### config.mk
export PLATFORM = sky130hd
export DESIGN_NAME = hste_seq
export DESIGN_NICKNAME = d
export VERILOG_FILES = /design/src/design/hste_pkg.sv /design/src/design/hste_seq.sv
export SDC_FILE = /design/constraint.sdc
export NUM_CORES = 1
export LEC_CHECK = 0
export ABC_AREA = 1
export ABC_CLOCK_PERIOD_IN_PS = 7200
export BUFFER_PORTS_ARGS = -buffer_cell sky130_fd_sc_hd__buf_2
export CORE_UTILIZATION = 50
export CTS_BUF_LIST = sky130_fd_sc_hd__clkbuf_16
export DETAILED_ROUTE_END_ITERATION = 7
export GPL_TIMING_DRIVEN = 0
export PLACE_DENSITY = 0.79
export RECOVER_POWER = 25
export SLEW_MARGIN = 20
export SYNTH_ARGS = -nofsm -noshare
export SYNTH_HDL_FRONTEND = slang
export SYNTH_SLANG_ARGS = --single-unit
### constraint.sdc
create_clock -name i_clk -period 7.2 [get_ports i_clk]
set_clock_uncertainty 0.05 [all_clocks]
set_input_delay 0.72 -clock i_clk [delete_from_list [all_inputs] [get_ports i_clk]]
set_output_delay 0.72 -clock i_clk [all_outputs]
set_load 0.01 [all_outputs]
### src/design/hste_pkg.sv
// ----------------------------------------------------------------------------
// hste_pkg
// Shared types and constants for the halfword store table engine: table
// geometry, action codes, sequencer states and inter-module structs.
// ----------------------------------------------------------------------------
package hste_pkg;

    localparam int STORE_DEPTH = 512;
    localparam int ADDR_W      = (STORE_DEPTH > 1) ? $clog2(STORE_DEPTH) : 1;
    localparam int DATA_W      = 16;
    localparam int IDX_W       = 16;
    localparam int FIDX_W      = 9;
    localparam int IN_W        = 72;
    localparam int OUT_W       = 32;

    localparam logic [ADDR_W-1:0] LAST_ADDR   = ADDR_W'(STORE_DEPTH - 1);
    localparam logic [DATA_W-1:0] HEADER_WORD = 16'hA5A5;
    localparam logic [DATA_W-1:0] ZERO_WORD   = 16'h0000;

    typedef enum logic [2:0] {
        ACT_READ  = 3'd0,
        ACT_WRITE = 3'd1,
        ACT_FIND  = 3'd2,
        ACT_FILL  = 3'd3,
        ACT_SWAP  = 3'd4,
        ACT_CLEAR = 3'd5
    } t_action;

    typedef enum logic [3:0] {
        ST_INIT,
        ST_IDLE,
        ST_READ,
        ST_FIND,
        ST_FILL,
        ST_SWAP_A,
        ST_SWAP_B,
        ST_SWAP_C,
        ST_HOLD
    } t_state;

    typedef struct packed {
        logic [2:0]       action;
        logic [IDX_W-1:0] index;
        logic [IDX_W-1:0] second_index;
        logic [IDX_W-1:0] count;
        logic [DATA_W-1:0] value;
    } t_item;

    typedef struct packed {
        logic [DATA_W-1:0] read_value;
        logic              found;
        logic [FIDX_W-1:0] found_index;
    } t_result;

    typedef struct packed {
        logic    valid;
        t_result res;
    } t_push;

    typedef struct packed {
        logic              we;
        logic [ADDR_W-1:0] waddr;
        logic [DATA_W-1:0] wdata;
        logic [ADDR_W-1:0] raddr;
    } t_ram_req;

endpackage

### src/design/hste_seq.sv
// ----------------------------------------------------------------------------
// hste_seq
// Action sequencer: runs the table init sweep after reset, then decodes each
// word, drives the RAM ports step by step and hands back one result.
// ----------------------------------------------------------------------------
module hste_seq
    import hste_pkg::*;
(
    input  logic              i_clk,
    input  logic              i_rst_n,
    input  logic              i_in_valid,
    output logic              o_in_ready,
    input  t_item             i_item,
    output t_ram_req          o_ram,
    input  logic [DATA_W-1:0] i_rdata,
    input  logic              i_out_free,
    output t_push             o_push
);

    t_state            r_state, n_state;
    logic [ADDR_W-1:0] r_ptr, n_ptr;
    logic [ADDR_W-1:0] r_last, n_last;
    logic [ADDR_W-1:0] r_idx, n_idx;
    logic [ADDR_W-1:0] r_idx2, n_idx2;
    logic [ADDR_W-1:0] r_pend_addr, n_pend_addr;
    logic [DATA_W-1:0] r_val, n_val;
    logic [DATA_W-1:0] r_tmp, n_tmp;
    logic              r_rd_ok, n_rd_ok;
    t_result           r_res, n_res;

    logic              idx_ok;
    logic              idx2_ok;
    logic [IDX_W:0]    fill_end;
    logic [31:0]       pend_wide;

    assign idx_ok    = 32'(i_item.index) < 32'(STORE_DEPTH);
    assign idx2_ok   = 32'(i_item.second_index) < 32'(STORE_DEPTH);
    assign fill_end  = (IDX_W + 1)'(i_item.index) + (IDX_W + 1)'(i_item.count);
    assign pend_wide = 32'(r_pend_addr);
    assign o_in_ready = (r_state == ST_IDLE);

    always_ff @(posedge i_clk) begin
        if (!i_rst_n) begin
            r_state <= ST_INIT;
            r_ptr   <= '0;
        end else begin
            r_state <= n_state;
            r_ptr   <= n_ptr;
        end
    end

    always_ff @(posedge i_clk) begin
        r_last      <= n_last;
        r_idx       <= n_idx;
        r_idx2      <= n_idx2;
        r_pend_addr <= n_pend_addr;
        r_val       <= n_val;
        r_tmp       <= n_tmp;
        r_rd_ok     <= n_rd_ok;
        r_res       <= n_res;
    end

    always_comb begin
        logic    fin;
        t_result res;

        n_state     = r_state;
        n_ptr       = r_ptr;
        n_last      = r_last;
        n_idx       = r_idx;
        n_idx2      = r_idx2;
        n_pend_addr = r_pend_addr;
        n_val       = r_val;
        n_tmp       = r_tmp;
        n_rd_ok     = r_rd_ok;
        n_res       = r_res;
        o_ram       = '0;
        o_push      = '0;
        fin         = 1'b0;
        res         = '0;

        unique case (r_state)
            ST_INIT: begin
                o_ram.we    = 1'b1;
                o_ram.waddr = r_ptr;
                o_ram.wdata = (r_ptr == '0) ? HEADER_WORD : ZERO_WORD;
                n_ptr       = r_ptr + ADDR_W'(1);
                if (r_ptr == LAST_ADDR) begin
                    n_ptr   = '0;
                    n_state = ST_IDLE;
                end
            end
            ST_IDLE: begin
                if (i_in_valid) begin
                    n_idx  = i_item.index[ADDR_W-1:0];
                    n_idx2 = i_item.second_index[ADDR_W-1:0];
                    n_val  = i_item.value;
                    unique case (t_action'(i_item.action))
                        ACT_READ: begin
                            o_ram.raddr = i_item.index[ADDR_W-1:0];
                            n_rd_ok     = idx_ok;
                            n_state     = ST_READ;
                        end
                        ACT_WRITE: begin
                            o_ram.we    = idx_ok;
                            o_ram.waddr = i_item.index[ADDR_W-1:0];
                            o_ram.wdata = i_item.value;
                            fin         = 1'b1;
                        end
                        ACT_FIND: begin
                            o_ram.raddr = ADDR_W'(1);
                            n_pend_addr = ADDR_W'(1);
                            n_ptr       = ADDR_W'(2);
                            n_state     = ST_FIND;
                        end
                        ACT_FILL: begin
                            if (idx_ok && i_item.count != '0) begin
                                n_ptr   = i_item.index[ADDR_W-1:0];
                                n_last  = (fill_end > (IDX_W + 1)'(STORE_DEPTH)) ?
                                          LAST_ADDR : ADDR_W'(fill_end - (IDX_W + 1)'(1));
                                n_state = ST_FILL;
                            end else begin
                                fin = 1'b1;
                            end
                        end
                        ACT_SWAP: begin
                            if (idx_ok && idx2_ok) begin
                                o_ram.raddr = i_item.index[ADDR_W-1:0];
                                n_state     = ST_SWAP_A;
                            end else begin
                                fin = 1'b1;
                            end
                        end
                        ACT_CLEAR: begin
                            n_ptr   = ADDR_W'(1);
                            n_last  = LAST_ADDR;
                            n_val   = ZERO_WORD;
                            n_state = ST_FILL;
                        end
                        default: begin
                            fin = 1'b1;
                        end
                    endcase
                end
            end
            ST_READ: begin
                res.read_value = r_rd_ok ? i_rdata : ZERO_WORD;
                fin            = 1'b1;
            end
            ST_FIND: begin
                o_ram.raddr = r_ptr;
                n_ptr       = r_ptr + ADDR_W'(1);
                n_pend_addr = r_ptr;
                if (i_rdata == r_val) begin
                    res.found       = 1'b1;
                    res.found_index = pend_wide[FIDX_W-1:0];
                    fin             = 1'b1;
                end else if (r_pend_addr == LAST_ADDR) begin
                    fin = 1'b1;
                end
            end
            ST_FILL: begin
                o_ram.we    = 1'b1;
                o_ram.waddr = r_ptr;
                o_ram.wdata = r_val;
                n_ptr       = r_ptr + ADDR_W'(1);
                if (r_ptr == r_last) begin
                    fin = 1'b1;
                end
            end
            ST_SWAP_A: begin
                n_tmp       = i_rdata;
                o_ram.raddr = r_idx2;
                n_state     = ST_SWAP_B;
            end
            ST_SWAP_B: begin
                o_ram.we    = 1'b1;
                o_ram.waddr = r_idx;
                o_ram.wdata = i_rdata;
                n_state     = ST_SWAP_C;
            end
            ST_SWAP_C: begin
                o_ram.we    = 1'b1;
                o_ram.waddr = r_idx2;
                o_ram.wdata = r_tmp;
                fin         = 1'b1;
            end
            ST_HOLD: begin
                if (i_out_free) begin
                    o_push.valid = 1'b1;
                    o_push.res   = r_res;
                    n_state      = ST_IDLE;
                end
            end
            default: begin
                n_state = ST_IDLE;
            end
        endcase

        if (fin) begin
            if (i_out_free) begin
                o_push.valid = 1'b1;
                o_push.res   = res;
                n_state      = ST_IDLE;
            end else begin
                n_res   = res;
                n_state = ST_HOLD;
            end
        end
    end

endmodule

==> results.sh, run 1 <==
export IMPL_final_antenna_net_count=0
export IMPL_synth_compound_area_frac=0.1179
export IMPL_muxShareOfSynthArea=0
export IMPL_ff2ff_path_depth=10
export IMPL_synthXorXnorAreaFrac=0.01839
export IMPL_synthSimpleGateAreaFrac=0.3013
export IMPL_final_cells=1276
export IMPL_p_leak_nw=3.952
export IMPL_setup_viol=0
export IMPL_place_congestion=0.9654
export IMPL_critical_path_required_ns=6.43
export IMPL_grt_pass1_vias=6310
export IMPL_htreeDepth=3
export IMPL_pwr_density_cell_nw_per_um2=228.4
export IMPL_cp_start_kind="register"
export IMPL_ys_seq_area_frac=0.4358
export IMPL_dp_cells=1260
export IMPL_start_util=0.5126
export IMPL_rsz0062_at_grt="no"
export IMPL_post_cts_buffers=0
export IMPL_dieArea_um2=14770
export IMPL_setup_tns_ns=0
export IMPL_antenna_found_initial=2
export IMPL_cts_root_buffer="clkbuf_16"
export IMPL_cts_inserted_buffers=9
export IMPL_grt_usage=0.2797
export IMPL_remaining_drc_errors=0
export IMPL_io_buffers=148
export IMPL_synth_largest_area_cell="edfxtp_1"
export IMPL_r2r_start="r_state[0]"
export IMPL_final_cell_mix="nand2_1 (281), buf_2 (128), inv_1 (126)"
export IMPL_worstPathCellList="inv_1 -> nor2_1 -> inv_2 -> nor2_4 -> nand2_1 -> inv_2 -> nand2_1 -> nand3_2 -> buf_6 -> nand2_2 -> o21ai_2 -> buf_2"
export IMPL_clk_pin_slew_ns=0.08
export IMPL_vias_per_cell=5.437
export IMPL_cpMaxStageDelayCell="inv_2"
export IMPL_rrSetupSlack_ns=3.90
export IMPL_hold_path_end="r_ptr[0]"
export IMPL_clock_path_buffers=2
export IMPL_endpoint_kind="output pin"
export IMPL_cts_sinks=108
export IMPL_cts_resized=0
export IMPL_synth_seq_cells=108
export IMPL_num_io_pins=150
export IMPL_synth_top_area_frac=0.3994
export IMPL_die_width_um=121.5
export IMPL_syn_avg_cell_area_um2=7.664
export IMPL_ir_drop_uv=141.5
export IMPL_drv_slew=0
export IMPL_min_delay_start="r_ptr[0]"
export IMPL_tightest_slew_ns=0.9479
export IMPL_row_count=43
export IMPL_routed_wl_um=20150
export IMPL_hpwl_um=15900
export IMPL_synth_top_family_by_area="simple AND/OR/NAND/NOR gates"
export IMPL_status="complete, no violations"
export IMPL_path_max_fanout=35
export IMPL_grt_overflow=0
export IMPL_synth_adder_area_share=0.03783
export IMPL_core_area_um2=13930
export IMPL_fin_area_um2=8354
export IMPL_layout_drive_gt1_share=0.1651
export IMPL_fin_hold_ws_ns=0.4667
export IMPL_drt_first_pass_iters=5
export IMPL_fin_crit_ns=3.629
export IMPL_slew_headroom=0.3674
export IMPL_syn_area_um2=7143
export IMPL_grt_pass1_wl_um=31360
export IMPL_yosysUniqueCellTypes=41
export IMPL_n_antenna_cell=0
export IMPL_drv_cap=0
export IMPL_clock_fmax_ghz=0.2756
export IMPL_fp_dieH_um=121.5
export IMPL_worstReg2RegEnd="r_res[11]"
export IMPL_cts_hold_buf=0
export IMPL_post_route_period_util=0.5040
export IMPL_synth_cells=932
export IMPL_cpPeakStageDelay_ns=0.65
export IMPL_syn_nets=1040
export IMPL_worstHoldPathType="reg -> reg"
export IMPL_ys_warn_count=0
export IMPL_fin_nets=1199
export IMPL_crit_arrival_ns=2.86
export IMPL_grt_start_max_net_pins=36
export IMPL_routedWlPerCell_um=15.79
export IMPL_ys_top_cells_by_area="edfxtp_1 (40%), nand2_1 (15%), inv_1 (6.6%), nor2_1 (5.0%), nand3_1 (4.3%)"
export IMPL_drt_iter0_drc=550
export IMPL_area_delta_synth_final_pct=16.96
export IMPL_post_route_util=0.5995
export IMPL_placed_cell_area_um2=8110
export IMPL_clk_latency_ns=0.35
export IMPL_final_common_cell="nand2_1"
export IMPL_criticalPathCategory="reg -> out"
export IMPL_hold_viol_final=0
export IMPL_cts_tree="built"
export IMPL_vias=6937
export IMPL_whs_path_depth=2
power by group:
group	switching, mW	leakage (nW)	internal (mW)
Combinational	0.416	2.83	0.219
Sequential	0.0382	0.968	0.730
Clock	0.233	0.150	0.272
Total	0.687	3.95	1.22
worst max-delay path by stage:
stage,startpoint,to,slack [ns],cells after the start
2_1_floorplan,i_item[16],r_last[0],4.43,10
3_3_place_gp,r_state[0],o_ram[0],3.88,8
3_5_place_dp,r_state[0],r_res[12],3.99,10
4_1_cts,r_state[0],o_push[9],3.64,12
5_1_grt,r_state[0],o_push[9],3.41,12
6_report,r_state[0],o_push[9],3.57,12
worst max-delay path: cells and delay by family (launching register included):
kind	cells	cell delay (ns)
AO/OA/AOI/OAI	1	0.11
buffers and inverters	5	1.08
flip-flops	1	0.48
AND/OR/NAND/NOR	6	0.84
metrics by stage:
step / worst slack [ns] / power (mW)
after global placement: 3.878 / 1.401
after floorplan: 4.428 / 1.186
after global routing: 3.413 / 2.010
after CTS: 3.638 / 1.901
after detailed placement: 3.995 / 1.409
final: 3.571 / 1.908
cells by family after synthesis:
family,after synthesis
simple gates,500
buf+inv,162
compound gates,126
flops,108
fa+ha+maj,21
xor+xnor,15
registers in the layout, summed over array words and instances (netlist names):
register and flops:
r_last 9, r_res 26, r_pend_addr 9, r_idx2 9, r_state 4, r_val 16
r_idx 9, r_tmp 16, r_rd_ok 1, r_ptr 9
metal layers:
metal	share of wire	track usage	vias up
met5	0.00065	0	-
met2	0.46	0.4577	328
met1	0.41	0.3594	3119
met3	0.088	0.05780	60
li1	-	-	3428
met4	0.036	0.1173	2
cells in the mapped netlist (all sizes together):
| library cell | n |
|---|---|
| inv | 137 |
| nand2 | 286 |
| o22ai | 2 |
| o21ai | 39 |
| o221ai | 1 |
| buf | 10 |
| nand3 | 65 |
| o2111ai | 13 |
| xor2 | 6 |
| nand3b | 8 |
| a21o | 1 |
| a221oi | 9 |
| fa | 1 |
| xnor2 | 9 |
| a21oi | 35 |
| dfxtp | 13 |
| clkbuf | 13 |
| nand4 | 9 |
| nor2 | 109 |
| a31oi | 1 |
| clkinv | 2 |
| nor4 | 1 |
| a221o | 8 |
| o211ai | 3 |
| a22o | 14 |
| edfxtp | 95 |
| ha | 20 |
| nor3 | 22 |
cell type report:
cell class / count / area (um^2)
Clock inverter: 7 / 71.32
Inverter: 139 / 521.8
Tap cell: 180 / 225.2
Clock buffer: 9 / 225.2
Timing Repair Buffer: 148 / 709.4
Fill cell: 1325 / 5580
Buffer: 23 / 112.6
Sequential cell: 108 / 3113
Multi-Input combinational cell: 662 / 3376
Note: power is estimated with default switching activity, not from simulation.
==> run 2: changes to the inputs <==
ABC_CLOCK_PERIOD_IN_PS = 2900   (was 7200)
PLACE_DENSITY = 0.82   (was 0.79)
clock period = 2.9 ns   (was 7.2 ns; I/O delays follow)
==> run 2 against run 1 <==
Against the previous run:
- count of clock-buffer cells in the layout stayed put
- cell area rose by 0.30%
- clock power is 150% higher
- final cell count stayed put
- utilization increased by 0.18 points
- setup slack got worse by 3.5 ns
- first-iteration DRC count rose by 15%
- sequential power grew 150%
- highest routed layer is now met4
==> results.sh, run 2 (same netlist as run 1, synthesis figures left out) <==
export IMPL_layout_drive_gt1_share=0.1697
export IMPL_clock_fmax_ghz=0.3557
export IMPL_min_delay_start="i_item[33]"
export IMPL_n_antenna_cell=0
export IMPL_status="complete, no violations"
export IMPL_largest_reg_flops=26
export IMPL_crit_top_cell="inv_2"
export IMPL_htreeDepth=3
export IMPL_post_place_ws_ns=-0.3264
export IMPL_tightest_slew_ns=0.8263
export IMPL_crit_arrival_ns=2.47
export IMPL_start_util=0.5126
export IMPL_grt_overflow=0
export IMPL_routedWlPerCell_um=15.82
export IMPL_drt_first_pass_iters=6
export IMPL_worstPathCellList="inv_2 -> nor2_1 -> inv_2 -> nor2_2 -> clkbuf_1 -> nand2_1 -> o2111ai_1 -> buf_2"
export IMPL_cts_tree="built"
export IMPL_cp_start_kind="register"
export IMPL_post_route_util=0.6013
export IMPL_path_max_fanout=10
export IMPL_cts_inserted_buffers=9
export IMPL_num_io_pins=150
export IMPL_fin_nets=1199
export IMPL_cpPeakStageDelay_ns=0.54
export IMPL_io_buffers=148
export IMPL_clk_latency_ns=0.36
export IMPL_hold_path_end="r_idx2[1]"
export IMPL_antenna_found_initial=0
export IMPL_power_total_mw=4.749
export IMPL_die_width_um=121.5
export IMPL_place_congestion=0.9574
export IMPL_setup_tns_ns=0
export IMPL_clk_pin_slew_ns=0.07
export IMPL_worstReg2RegEnd="r_res[23]"
export IMPL_fin_ws_ns=0.08827
export IMPL_final_cells=1276
export IMPL_hpwl_um=16000
export IMPL_cts_root_buffer="clkbuf_16"
export IMPL_criticalPathCategory="reg -> out"
export IMPL_ir_drop_uv=373.6
export IMPL_core_area_um2=13930
export IMPL_rrSetupSlack_ns=0.37
export IMPL_dp_cells=1260
export IMPL_fin_hold_ws_ns=0.05973
export IMPL_drv_cap=0
export IMPL_drt_iter0_drc=630
export IMPL_post_route_period_util=0.9696
export IMPL_reg_top3="r_res: 26 flops, r_tmp: 16 flops, r_val: 16 flops"
export IMPL_final_common_cell="nand2_1"
export IMPL_placed_cell_area_um2=8110
export IMPL_setup_viol=0
export IMPL_top_register="r_res"
export IMPL_worstHoldPathType="in -> reg"
export IMPL_hold_viol_final=0
export IMPL_final_antenna_net_count=0
export IMPL_ff2ff_path_depth=9
export IMPL_clock_path_buffers=2
export IMPL_fin_crit_ns=2.812
export IMPL_r2r_start="r_state[3]"
export IMPL_area_delta_synth_final_pct=17.31
export IMPL_final_cell_mix="nand2_1 (279), buf_2 (127), inv_1 (126)"
export IMPL_fin_area_um2=8379
export IMPL_whs_path_depth=1
export IMPL_cpMaxStageDelayCell="clkbuf_1"
export IMPL_vias=7003
export IMPL_cts_sinks=108
export IMPL_pwr_density_cell_nw_per_um2=566.8
export IMPL_remaining_drc_errors=0
export IMPL_critical_path_required_ns=2.56
export IMPL_post_cts_buffers=0
export IMPL_cts_hold_buf=0
export IMPL_grt_pass1_wl_um=31310
export IMPL_grt_start_max_net_pins=36
export IMPL_p_leak_nw=3.945
export IMPL_endpoint_kind="output pin"
export IMPL_row_count=43
export IMPL_slew_headroom=0.4491
export IMPL_dieArea_um2=14770
export IMPL_vias_per_cell=5.488
export IMPL_routed_wl_um=20190
export IMPL_grt_pass1_vias=6327
export IMPL_cts_resized=2
export IMPL_drv_slew=0
export IMPL_rsz0062_at_grt="no"
export IMPL_fp_dieH_um=121.5
export IMPL_grt_usage=0.2792
==> run 2: cell types whose count changed in the layout (fill, tap and decap cells not counted) <==
cell,before,now
buf_1,1,0
buf_2,128,127
clkbuf_1,38,39
clkbuf_4,0,1
clkinv_1,4,2
clkinv_8,0,1
clkinvlp_4,0,1
dfxtp_1,13,12
dfxtp_2,0,1
nand2_1,281,279
nand2_2,5,7
==> run 2: area by class of cell <==
type                    count  area, um^2
clock inverters             7       71.32
flip-flops and latches    108        3114
multi-input cells         662        3381
clock buffers               9       225.2
well taps                 180       225.2
inverters                 139       538.0
repair buffers            148       706.9
fillers                  1302        5555
plain buffers              23       117.6
==> run 2: how the worst max path moves through the flow <==
| stage | from | endpoint | slack, ns | cells past startpoint |
|---|---|---|---|---|
| 6_report | r_state[2] | o_ram[23] | 0.09 | 8 |
| 5_1_grt | r_state[2] | o_ram[10] | 0.02 | 8 |
| 4_1_cts | r_state[0] | o_push[9] | 0.007 | 12 |
| 3_5_place_dp | r_state[0] | r_res[16] | -0.33 | 10 |
| 3_3_place_gp | r_state[0] | r_res[12] | -0.29 | 10 |
| 2_1_floorplan | r_state[0] | r_res[0] | 0.33 | 10 |
==> run 2: power breakdown <==
group / internal [mW] / switching (mW)
Sequential: 1.81 / 0.0996
Clock: 0.675 / 0.574
Combinational: 0.546 / 1.04
Total: 3.03 / 1.72
==> run 2: per-layer routing <==
layer / GRT usage / part of all wire / vias up
met2: 0.4499 / 0.47 / 329
met5: 0 / 0 / -
met3: 0.03759 / 0.083 / 55
li1: - / - / 3433
met4: 0.1343 / 0.037 / 0
met1: 0.3706 / 0.41 / 3186
==> run 2: critical path, delay by kind of cell, from the launching register on <==
kind | cells | cell delay, ns
buf+inv | 4 | 0.87
compound gates | 1 | 0.16
flops | 1 | 0.41
simple gates | 3 | 0.68
==> run 3: changes to the inputs <==
CORE_ASPECT_RATIO = 1.5   (was not set)
SKIP_LAST_GASP = 1   (was not set)
==> run 3 against run 2 <==
Against the previous run:
- die area barely moved
- clock power barely moved
- final cell count rose by 1.0%
==> results.sh, run 3 (same netlist as run 1, synthesis figures left out) <==
export IMPL_status="complete, no violations"
export IMPL_final_antenna_net_count=0
export IMPL_core_area_um2=13990
export IMPL_p_leak_nw=3.947
export IMPL_num_io_pins=150
export IMPL_remaining_drc_errors=0
export IMPL_swShare=0.3672
export IMPL_cts_sinks=108
export IMPL_area_delta_synth_final_pct=17.78
export IMPL_post_place_ws_ns=-0.3143
export IMPL_vias=7045
export IMPL_fin_crit_ns=2.839
export IMPL_row_count=53
export IMPL_nFillCells=1269
export IMPL_drt_first_pass_iters=8
export IMPL_drt_iter0_drc=698
export IMPL_routedWlPerCell_um=16.31
export IMPL_drv_slew=0
export IMPL_hold_viol_final=0
export IMPL_rrSetupSlack_ns=0.32
export IMPL_cp_start_kind="register"
export IMPL_dieArea_um2=14780
export IMPL_cts_root_buffer="clkbuf_16"
export IMPL_critical_path_required_ns=2.56
export IMPL_fp_dieH_um=148.4
export IMPL_path_max_fanout=10
export IMPL_reg_top3="r_res: 26 flops, r_tmp: 16 flops, r_val: 16 flops"
export IMPL_cts_inserted_buffers=9
export IMPL_clock_fmax_ghz=0.3523
export IMPL_antenna_found_initial=1
export IMPL_clk_latency_ns=0.36
export IMPL_grt_pass1_vias=6627
export IMPL_internal_power_mw=3.043
export IMPL_clk_pin_slew_ns=0.07
export IMPL_fin_ws_ns=0.06132
export IMPL_htreeDepth=3
export IMPL_top_register="r_res"
export IMPL_tightest_slew_ns=0.8749
export IMPL_start_util=0.5105
export IMPL_final_common_cell="nand2_1"
export IMPL_grt_overflow=0
export IMPL_combPwrFrac=0.336
export IMPL_crit_arrival_ns=2.50
export IMPL_final_cell_mix="nand2_1 (279), inv_1 (126), buf_2 (126)"
export IMPL_grt_pass1_wl_um=32750
export IMPL_fin_nets=1199
export IMPL_layout_drive_gt1_share=0.1724
export IMPL_hpwl_um=16670
export IMPL_slew_headroom=0.4167
export IMPL_io_buffers=148
export IMPL_post_route_period_util=0.9789
export IMPL_pwr_density_cell_nw_per_um2=571.5
export IMPL_power_total_mw=4.808
export IMPL_routed_wl_um=21030
export IMPL_worstHoldPathType="in -> reg"
export IMPL_power_frac_seq=0.398
export IMPL_setup_viol=0
export IMPL_grt_start_max_net_pins=36
export IMPL_drv_cap=0
export IMPL_p_switching_mw=1.765
export IMPL_cts_tree="built"
export IMPL_place_congestion=0.9651
export IMPL_endpoint_kind="output pin"
export IMPL_grt_usage=0.2904
export IMPL_ir_drop_uv=305.9
export IMPL_largest_reg_flops=26
export IMPL_criticalPathCategory="reg -> out"
export IMPL_cts_hold_buf=0
export IMPL_clock_path_buffers=2
export IMPL_vias_per_cell=5.465
export IMPL_clockPowerShare=0.266
export IMPL_die_width_um=99.59
-- run 3: final timing paths --
path,from,to,cells after the start
max,r_state[2],o_ram[33],8
min,i_item[40],r_idx2[8],1
max reg2reg,r_ptr[0],r_res[14],9
min reg2reg,r_ptr[0],r_ptr[0],2
-- run 3: metrics by stage --
stage	cells	hold WS (ns)	cell area, um^2	utilization	TNS [ns]
floorplan	932	0.3389	7143	-	0
global placement	1272	0.4188	8124	0.5806	-6.170
detailed placement	1272	0.4182	8125	0.5807	-8.119
CTS	1288	0.04948	8441	0.6032	0
global route	1289	0.04998	8413	0.6013	-0.001486
finish	1289	0.05630	8413	0.6013	0
-- run 3: repair_timing --
| action | in CTS | in global routing |
|---|---|---|
| resized for setup | 2 | 9 |
| setup buffers | 0 | 0 |
| setup endpoints to repair | 37 | 52 |
-- run 3: cell type report --
type | count | area (um^2) | area share
plain buffers | 23 | 117.6 | 0.01398
clock inverters | 7 | 83.83 | 0.009964
well taps | 192 | 240.2 | 0.02855
clock buffers | 9 | 225.2 | 0.02677
multi-input cells | 662 | 3391 | 0.4030
repair buffers | 148 | 705.7 | 0.08388
flip-flops and latches | 108 | 3114 | 0.3702
diodes | 1 | 2.502 | 0.0002974
inverters | 139 | 533.0 | 0.06336
-- run 3: metal layers --
layer | vias to the layer above | routed length [um] | global-route usage
li1 | 3424 | - | -
met1 | 3178 | 7758 | 0.3253
met2 | 360 | 10550 | 0.5222
met3 | 83 | 1678 | 0.05263
met4 | 0 | 1045 | 0.1485
met5 | - | 0 | 0
-- run 3: power by group through the flow --
| stage | registers, mW | logic, mW | clock network, mW |
|---|---|---|---|
| after detailed placement | 1.94 | 1.59 | 0 |
| after global placement | 1.94 | 1.56 | 0 |
| after global routing | 1.92 | 1.78 | 1.33 |
| after floorplan | 1.91 | 1.03 | 0 |
| final | 1.91 | 1.61 | 1.28 |
| after CTS | 1.91 | 1.59 | 1.28 |
-- run 3: worst max-delay path: stages (launching register included) --
cell and delay (ns):
dfxtp_1 0.41, inv_2 0.06, nor2_1 0.20, inv_2 0.09, nor3_1 0.45, buf_2 0.40, a221oi_1 0.15, o21ai_0 0.18
buf_2 0.21
